File: config.mk
export PLATFORM = sky130hd
export DESIGN_NAME = key_matrix_debounce_scanner
export DESIGN_NICKNAME = d
export VERILOG_FILES = /design/src/rtl/core/kmds_pkg.sv /design/src/rtl/core/key_matrix_debounce_scanner.sv /design/src/rtl/core/kmds_debounce.sv
export SDC_FILE = /design/constraint.sdc
export NUM_CORES = 1
export LEC_CHECK = 0
export BUFFER_PORTS_ARGS = -buffer_cell sky130_fd_sc_hd__buf_2
export CAP_MARGIN = 20
export CORE_ASPECT_RATIO = 0.9
export CORE_MARGIN = 4
export CORE_UTILIZATION = 39
export DETAILED_ROUTE_END_ITERATION = 10
export RECOVER_POWER = 100
export SYNTH_ARGS = -nofsm -noshare
export SYNTH_HDL_FRONTEND = slang
export SYNTH_SLANG_ARGS = --single-unit
export TNS_END_PERCENT = 100
File: constraint.sdc
create_clock -name clk -period 7.2 [get_ports clk]
set_input_delay 0.72 -clock clk [delete_from_list [all_inputs] [get_ports clk]]
set_output_delay 0.72 -clock clk [all_outputs]
set_load 0.03 [all_outputs]
File: src/rtl/core/kmds_pkg.sv
package kmds_pkg;

  typedef enum logic [1:0] {
    CFG_DEBOUNCE_MS = 2'd0,
    CFG_ROWS_USED   = 2'd1,
    CFG_COLS_USED   = 2'd2
  } cfg_index_t;

  typedef struct packed {
    logic [7:0] row_levels;
    logic [7:0] now_ms;
  } item_t;

  typedef struct packed {
    logic [2:0] column_index;
    logic [7:0] key_pressed;
    logic       last_column;
  } result_t;

  localparam int FIELD_LANES = 8;

  localparam logic [7:0] DEBOUNCE_MS_RESET = 8'd0;
  localparam logic [3:0] ROWS_USED_RESET   = 4'd8;
  localparam logic [3:0] COLS_USED_RESET   = 4'd8;

  function automatic logic [3:0] clamp_count(input logic [3:0] v, input logic [3:0] top);
    logic [3:0] r;
    if (v == 4'd0) begin
      r = 4'd1;
    end else if (v > top) begin
      r = top;
    end else begin
      r = v;
    end
    return r;
  endfunction

endpackage

File: src/rtl/core/key_matrix_debounce_scanner.sv
// Key matrix scanner with per-key debounce. Each item beat carries one scanned
// column: raw active-low row levels and the current 8-bit millisecond time. The
// block keeps a stable pressed bit and a change start time per key, scans
// columns in turn from 0 to cols_used-1 (clamped to 1..COL_DEPTH) and returns
// one result beat per item with the column index, the debounced pressed bits
// (bit r = row r, rows out of use read 0) and a flag on the last column in use.
// A debounce_ms of 0 passes raw levels straight through without touching the
// debounce state. One item is taken every clock cycle while the sink keeps up;
// its result is registered and shows in the cycle after acceptance if the
// result register is free, and otherwise waits in the skid register until the
// beat ahead of it is taken. A two-entry output stage (result register plus
// skid register) sets the back-pressure: item_stall rises only once both hold
// results that the sink has not taken. All key state is cleared by reset.
// Configuration is written through cfg_valid/cfg_ready, always ready.
module key_matrix_debounce_scanner import kmds_pkg::*; #(
  parameter int MAX_ROWS = 8,
  parameter int MAX_COLS = 8
) (
  input  logic       clk,
  input  logic       rst,
  input  logic       item_valid,
  output logic       item_stall,
  input  item_t      item,
  output logic       result_valid,
  input  logic       result_stall,
  output result_t    result,
  input  logic       cfg_valid,
  output logic       cfg_ready,
  input  cfg_index_t cfg_index,
  input  logic [7:0] cfg_data
);

  localparam int LANES     = (MAX_ROWS < FIELD_LANES) ? MAX_ROWS : FIELD_LANES;
  localparam int COL_DEPTH = (MAX_COLS < FIELD_LANES) ? MAX_COLS : FIELD_LANES;
  localparam int COL_W     = (COL_DEPTH > 1) ? $clog2(COL_DEPTH) : 1;

  logic [7:0] debounce_ms;
  logic [3:0] rows_used;
  logic [3:0] cols_used;

  logic [2:0] column_pointer;
  logic [LANES-1:0]      stable [COL_DEPTH];
  logic [LANES-1:0][7:0] start  [COL_DEPTH];

  logic [3:0] rows_eff;
  logic [3:0] cols_eff;
  logic [2:0] col;
  logic       last;
  logic [2:0] column_pointer_next;
  logic       item_accept;
  logic       drain;

  logic [LANES-1:0]      stable_next;
  logic [LANES-1:0][7:0] start_next;
  logic [7:0]            key_pressed;
  result_t               result_next;

  logic    skid_valid;
  result_t skid;

  // configuration
  assign cfg_ready = 1'b1;

  always_ff @(posedge clk) begin
    if (rst) begin
      debounce_ms <= DEBOUNCE_MS_RESET;
      rows_used   <= ROWS_USED_RESET;
      cols_used   <= COLS_USED_RESET;
    end else if (cfg_valid && cfg_ready) begin
      case (cfg_index)
        CFG_DEBOUNCE_MS: debounce_ms <= cfg_data;
        CFG_ROWS_USED:   rows_used   <= cfg_data[3:0];
        CFG_COLS_USED:   cols_used   <= cfg_data[3:0];
        default: ;
      endcase
    end
  end

  // column selection
  assign rows_eff = clamp_count(rows_used, 4'(LANES));
  assign cols_eff = clamp_count(cols_used, 4'(COL_DEPTH));
  assign col      = ({1'b0, column_pointer} >= cols_eff) ? 3'd0 : column_pointer;
  assign last     = (({1'b0, col} + 4'd1) >= cols_eff);
  assign column_pointer_next = last ? 3'd0 : 3'(col + 3'd1);

  kmds_debounce #(
    .LANES(LANES)
  ) u_debounce (
    .rows        (rows_eff),
    .debounce_ms (debounce_ms),
    .row_levels  (item.row_levels),
    .now_ms      (item.now_ms),
    .stable_cur  (stable[col[COL_W-1:0]]),
    .start_cur   (start[col[COL_W-1:0]]),
    .stable_next (stable_next),
    .start_next  (start_next),
    .key_pressed (key_pressed)
  );

  assign result_next.column_index = col;
  assign result_next.key_pressed  = key_pressed;
  assign result_next.last_column  = last;

  assign item_stall  = skid_valid;
  assign item_accept = item_valid && !item_stall;
  assign drain       = result_valid && !result_stall;

  // key state
  always_ff @(posedge clk) begin
    if (rst) begin
      column_pointer <= 3'd0;
      for (int c = 0; c < COL_DEPTH; c++) begin
        stable[c] <= '0;
        start[c]  <= '0;
      end
    end else if (item_accept) begin
      column_pointer            <= column_pointer_next;
      stable[col[COL_W-1:0]]    <= stable_next;
      start[col[COL_W-1:0]]     <= start_next;
    end
  end

  // result register with skid
  always_ff @(posedge clk) begin
    if (rst) begin
      result_valid <= 1'b0;
      skid_valid   <= 1'b0;
    end else if (skid_valid) begin
      if (drain) begin
        skid_valid <= 1'b0;
      end
    end else if (item_accept) begin
      if (result_valid && !drain) begin
        skid_valid <= 1'b1;
      end else begin
        result_valid <= 1'b1;
      end
    end else if (drain) begin
      result_valid <= 1'b0;
    end
  end

  always_ff @(posedge clk) begin
    if (skid_valid) begin
      if (drain) begin
        result <= skid;
      end
    end else if (item_accept) begin
      if (result_valid && !drain) begin
        skid <= result_next;
      end else begin
        result <= result_next;
      end
    end
  end

  a_skid_implies_result: assert property (@(posedge clk) disable iff (rst)
    skid_valid |-> result_valid)
    else $error("skid beat held without a result beat");

  a_column_in_range: assert property (@(posedge clk) disable iff (rst)
    result_valid |-> ({1'b0, result.column_index} < 4'(COL_DEPTH)))
    else $error("result column beyond storage");

  a_wrap_after_last: assert property (@(posedge clk) disable iff (rst)
    (item_accept && last) |=> (column_pointer == 3'd0))
    else $error("column pointer did not wrap after last column");

  a_advance: assert property (@(posedge clk) disable iff (rst)
    (item_accept && !last) |=> (column_pointer == 3'($past(col) + 3'd1)))
    else $error("column pointer did not advance");

endmodule

File: src/rtl/core/kmds_debounce.sv
module kmds_debounce import kmds_pkg::*; #(
  parameter int LANES = 8
) (
  input  logic [3:0]            rows,
  input  logic [7:0]            debounce_ms,
  input  logic [7:0]            row_levels,
  input  logic [7:0]            now_ms,
  input  logic [LANES-1:0]      stable_cur,
  input  logic [LANES-1:0][7:0] start_cur,
  output logic [LANES-1:0]      stable_next,
  output logic [LANES-1:0][7:0] start_next,
  output logic [7:0]            key_pressed
);

  logic             enabled;
  logic [LANES-1:0] raw;
  logic [LANES-1:0] used;

  assign enabled = (debounce_ms != 8'd0);

  always_comb begin
    stable_next = stable_cur;
    start_next  = start_cur;
    key_pressed = '0;
    for (int r = 0; r < LANES; r++) begin
      raw[r]  = ~row_levels[r];
      used[r] = (rows > 4'(r));
      if (enabled && used[r]) begin
        if (raw[r] == stable_cur[r]) begin
          start_next[r] = now_ms;
        end else if (8'(now_ms - start_cur[r]) >= debounce_ms) begin
          stable_next[r] = raw[r];
          start_next[r]  = now_ms;
        end
        key_pressed[r] = stable_next[r];
      end else begin
        // pass-through when debouncing is off, rows out of use read 0
        key_pressed[r] = used[r] & raw[r];
      end
    end
  end

endmodule

==> results.sh <==
export IMPL_synth_cells=2648
export IMPL_worstSetupStartpointType="flop"
export IMPL_ys_top_cells_by_area="edfxtp_1 (58%), nor2_1 (8.3%), ha_1 (5.2%)"
export IMPL_drt_wl_total_mm=98.5
export IMPL_via_count=22200
export IMPL_multi_input_area_sq_mm=0.0118
export IMPL_cts_tree="done"
export IMPL_numCtsBuffers=67
export IMPL_synthesis_nets=2815
export IMPL_layout_drive_gt1_share_pct=8.87
export IMPL_slowest_delay_ns=2.85
export IMPL_ys_ff_latch=621
export IMPL_clockPowerShare_pct=34.5
export IMPL_grt_use_total_pct=22.9
export IMPL_first_global_vias=21700
export IMPL_intPower_mw=6.95
export IMPL_min_period_ns=6.91
export IMPL_grt_busiest_layer="met2"
export IMPL_pin_count=46
export IMPL_critPathSlowestCell="nand2b_1"
export IMPL_switching_share_pct=30.9
export IMPL_ys_seq_area_share_pct=59.4
export IMPL_final_nets=2849
export IMPL_crit_path_end_kind="flop"
export IMPL_dieWidth_microns=305
export IMPL_final_hold_violation_count=0
export IMPL_p_seq_share_pct=41.9
export IMPL_worst_path_most_repeated_cell="nor2_1"
export IMPL_power_leakage_nw=12.6
export IMPL_netlist_top_cells_count="nor2_1 (685), edfxtp_1 (600), nand2_1 (146), ha_1 (128), a21oi_1 (107)"
export IMPL_fin_tns_setup_ns=0
export IMPL_grt_pass1_wl_mm=144
export IMPL_use_met3_pct=5.63
export IMPL_max_freq_ghz=0.145
export IMPL_avgRoutedWirePerCell_microns=26.1
export IMPL_met1_usage_pct=31.4
export IMPL_synthArstFlopShare_pct=0
export IMPL_switching_power_mw=3.11
export IMPL_clockBufferDepth=3
export IMPL_share_comb_of_total_power_pct=23.6
export IMPL_core_area_sq_mm=0.0783
export IMPL_first_pass_iters=5
export IMPL_clock_latency_ns=0.63
export IMPL_fill_cells=7138
export IMPL_yosys_warnings=0
export IMPL_path_cells="nor2_1 > nor2_1 > nor2_1 > ha_1 > or3b_1 > a311oi_2 > nand2_1 > clkbuf_1 > or3_1 > nand2b_1 > buf_4"
export IMPL_critPathKind="flop to flop"
export IMPL_synth_cell_type_count=81
export IMPL_final_core_util_pct=44.2
export IMPL_arrival_ns=7.19
export IMPL_slew_headroom_pct=-161
export IMPL_met2_usage_pct=36.1
export IMPL_place_congestion=0.862
export IMPL_synthFlopType="edfxtp_1"
export IMPL_final_antenna_net_count=0
export IMPL_place_hpwl_mm=55.9
export IMPL_drtIter0Drc=2392
export IMPL_synth_avg_cell_area_sq_um=11.7
export IMPL_ir_drop_uv=200
export IMPL_syn_area_sq_mm=0.0310
export IMPL_area_delta_synth_final_pct=11.5
export IMPL_antenna_found_initial=5
export IMPL_report_final_slew_viol_count=421
export IMPL_power_density_mw_per_mm2=291
export IMPL_cts_root_buf="clkbuf_16"
export IMPL_die_area_sq_mm=0.0841
export IMPL_synth_edf_count=600
export IMPL_yosysTopAreaCellShare_pct=58.1
export IMPL_status="complete, but fails checks"
export IMPL_failed_checks="max-capacitance violations, max-slew violations"
export IMPL_finClkSkew_ns=0.0233
export IMPL_ctsHtreeMaxLevel=3
export IMPL_viasPerCell=5.90
export IMPL_worst_pin_slew_ns=3.91
export IMPL_clock_sinks=621
export IMPL_rsz0062_at_grt="no"
export IMPL_io_buffer_count=44
export IMPL_drc=0
export IMPL_synth_most_common_cell="nor2_1"
export IMPL_setup_viol=0
export IMPL_clk_pin_slew_ns=0.06
export IMPL_fp_row_count=97
export IMPL_post_cts_buffers=0
export IMPL_fin_crit_sh_pct=96.0
export IMPL_dieHeight_microns=276
export IMPL_worst_ep_required_time_ns=7.48
export IMPL_hold_path_class="primary input to flop"
export IMPL_cp_max_fo=54
export IMPL_synth_area_leader_cell="edfxtp_1"
export IMPL_initial_core_util_pct=39.6
export IMPL_maxCapViolCount=12
export IMPL_grt_max_degree=119
export IMPL_seqCellArea_sq_mm=0.0184
export IMPL_hold_buffers=0
export IMPL_gr_total_overflow=0
-- sequential cells by signal, indices dropped and copies added (netlist names) --
signal,count
start,512
stable,64
result,12
skid,12
debounce_ms,8
cols_used,4
rows_used,4
column_pointer,3
item_stall,1
result_valid,1
-- cells by family after synthesis --
group	synth area share, %
buf+inv	2.51
compound gates	10.2
fa+ha+maj	5.68
other cells	0.0121
xor+xnor	1.61
mux	5.83
flops	59.4
simple gates	14.7
-- layout make-up --
type                            count  share of cell area, %
Sequential cell                   621                   53.3
Multi-Input combinational cell   1842                   34.2
Clock buffer                       81                   5.00
Tap cell                         1039                   3.76
Timing Repair Buffer              109                   2.07
Clock inverter                     35                   1.22
Inverter                           41                  0.445
Antenna cell                        2                 0.0145
-- final timing paths --
kind	start	to	slack, ns	cells past startpoint
max	cols_used[1]	start[7][62]	0.29	11
max reg2reg	cols_used[1]	start[7][62]	0.29	11
min reg2reg	cols_used[0]	cols_used[0]	0.52	2
min	cfg_data[4]	debounce_ms[4]	0.38	3
-- power by group through the flow --
stage	Clock [mW]	Combinational, mW	Sequential [mW]
2_1_floorplan	0	1.63	4.30
3_3_place_gp	0	2.34	4.28
3_5_place_dp	0	2.39	4.29
4_1_cts	3.50	2.40	4.21
5_1_grt	3.67	2.58	4.23
6_report	3.47	2.37	4.22
-- worst max-delay path: cells and delay by family (launching register included) --
kind	cells	cell delay (ns)
AO/OA/AOI/OAI	1	0.32
flip-flops	1	0.32
adder cells (fa/ha/maj)	1	0.30
AND/OR/NAND/NOR	7	4.65
buffers and inverters	2	0.93
-- through the flow --
step	std cells	power, mW	hold slack, ns	worst slack, ns	instance area (sq um)
6_report	3770	10.1	0.376	0.285	34600
4_1_cts	3766	10.1	0.349	0.472	34800
2_1_floorplan	2648	5.93	0.464	1.51	31000
5_1_grt	3769	10.5	0.385	0.0361	34600
3_5_place_dp	3650	6.68	0.507	0.495	32600
3_3_place_gp	3650	6.62	0.507	0.532	32600
-- routing by layer --
metal	vias to the layer above	routed length (microns)
met1	11100	41700
met4	4	3070
met2	1160	43700
met5	-	27
li1	9759	-
met3	193	9980
-- timing repair --
item | CTS | global route
hold endpoints to repair | 0 | 0
resized for setup | 0 | 1
setup endpoints to repair | 0 | 2
-- cell usage in the layout, fill, tap and decap left out, drive strengths merged, types with 27 or more instances in the layout --
master and instances:
nor2 686, edfxtp 600, nand2 146, ha 128
clkbuf 115, a21oi 107, mux2 88, a22o 78
mux2i 77, buf 75, inv 46, nor2b 45
nor4 45, nor3 44, xnor2 41, a21o 37
o22ai 28, o21ai 27
No activity file was read; power rests on OpenSTA's default activity.
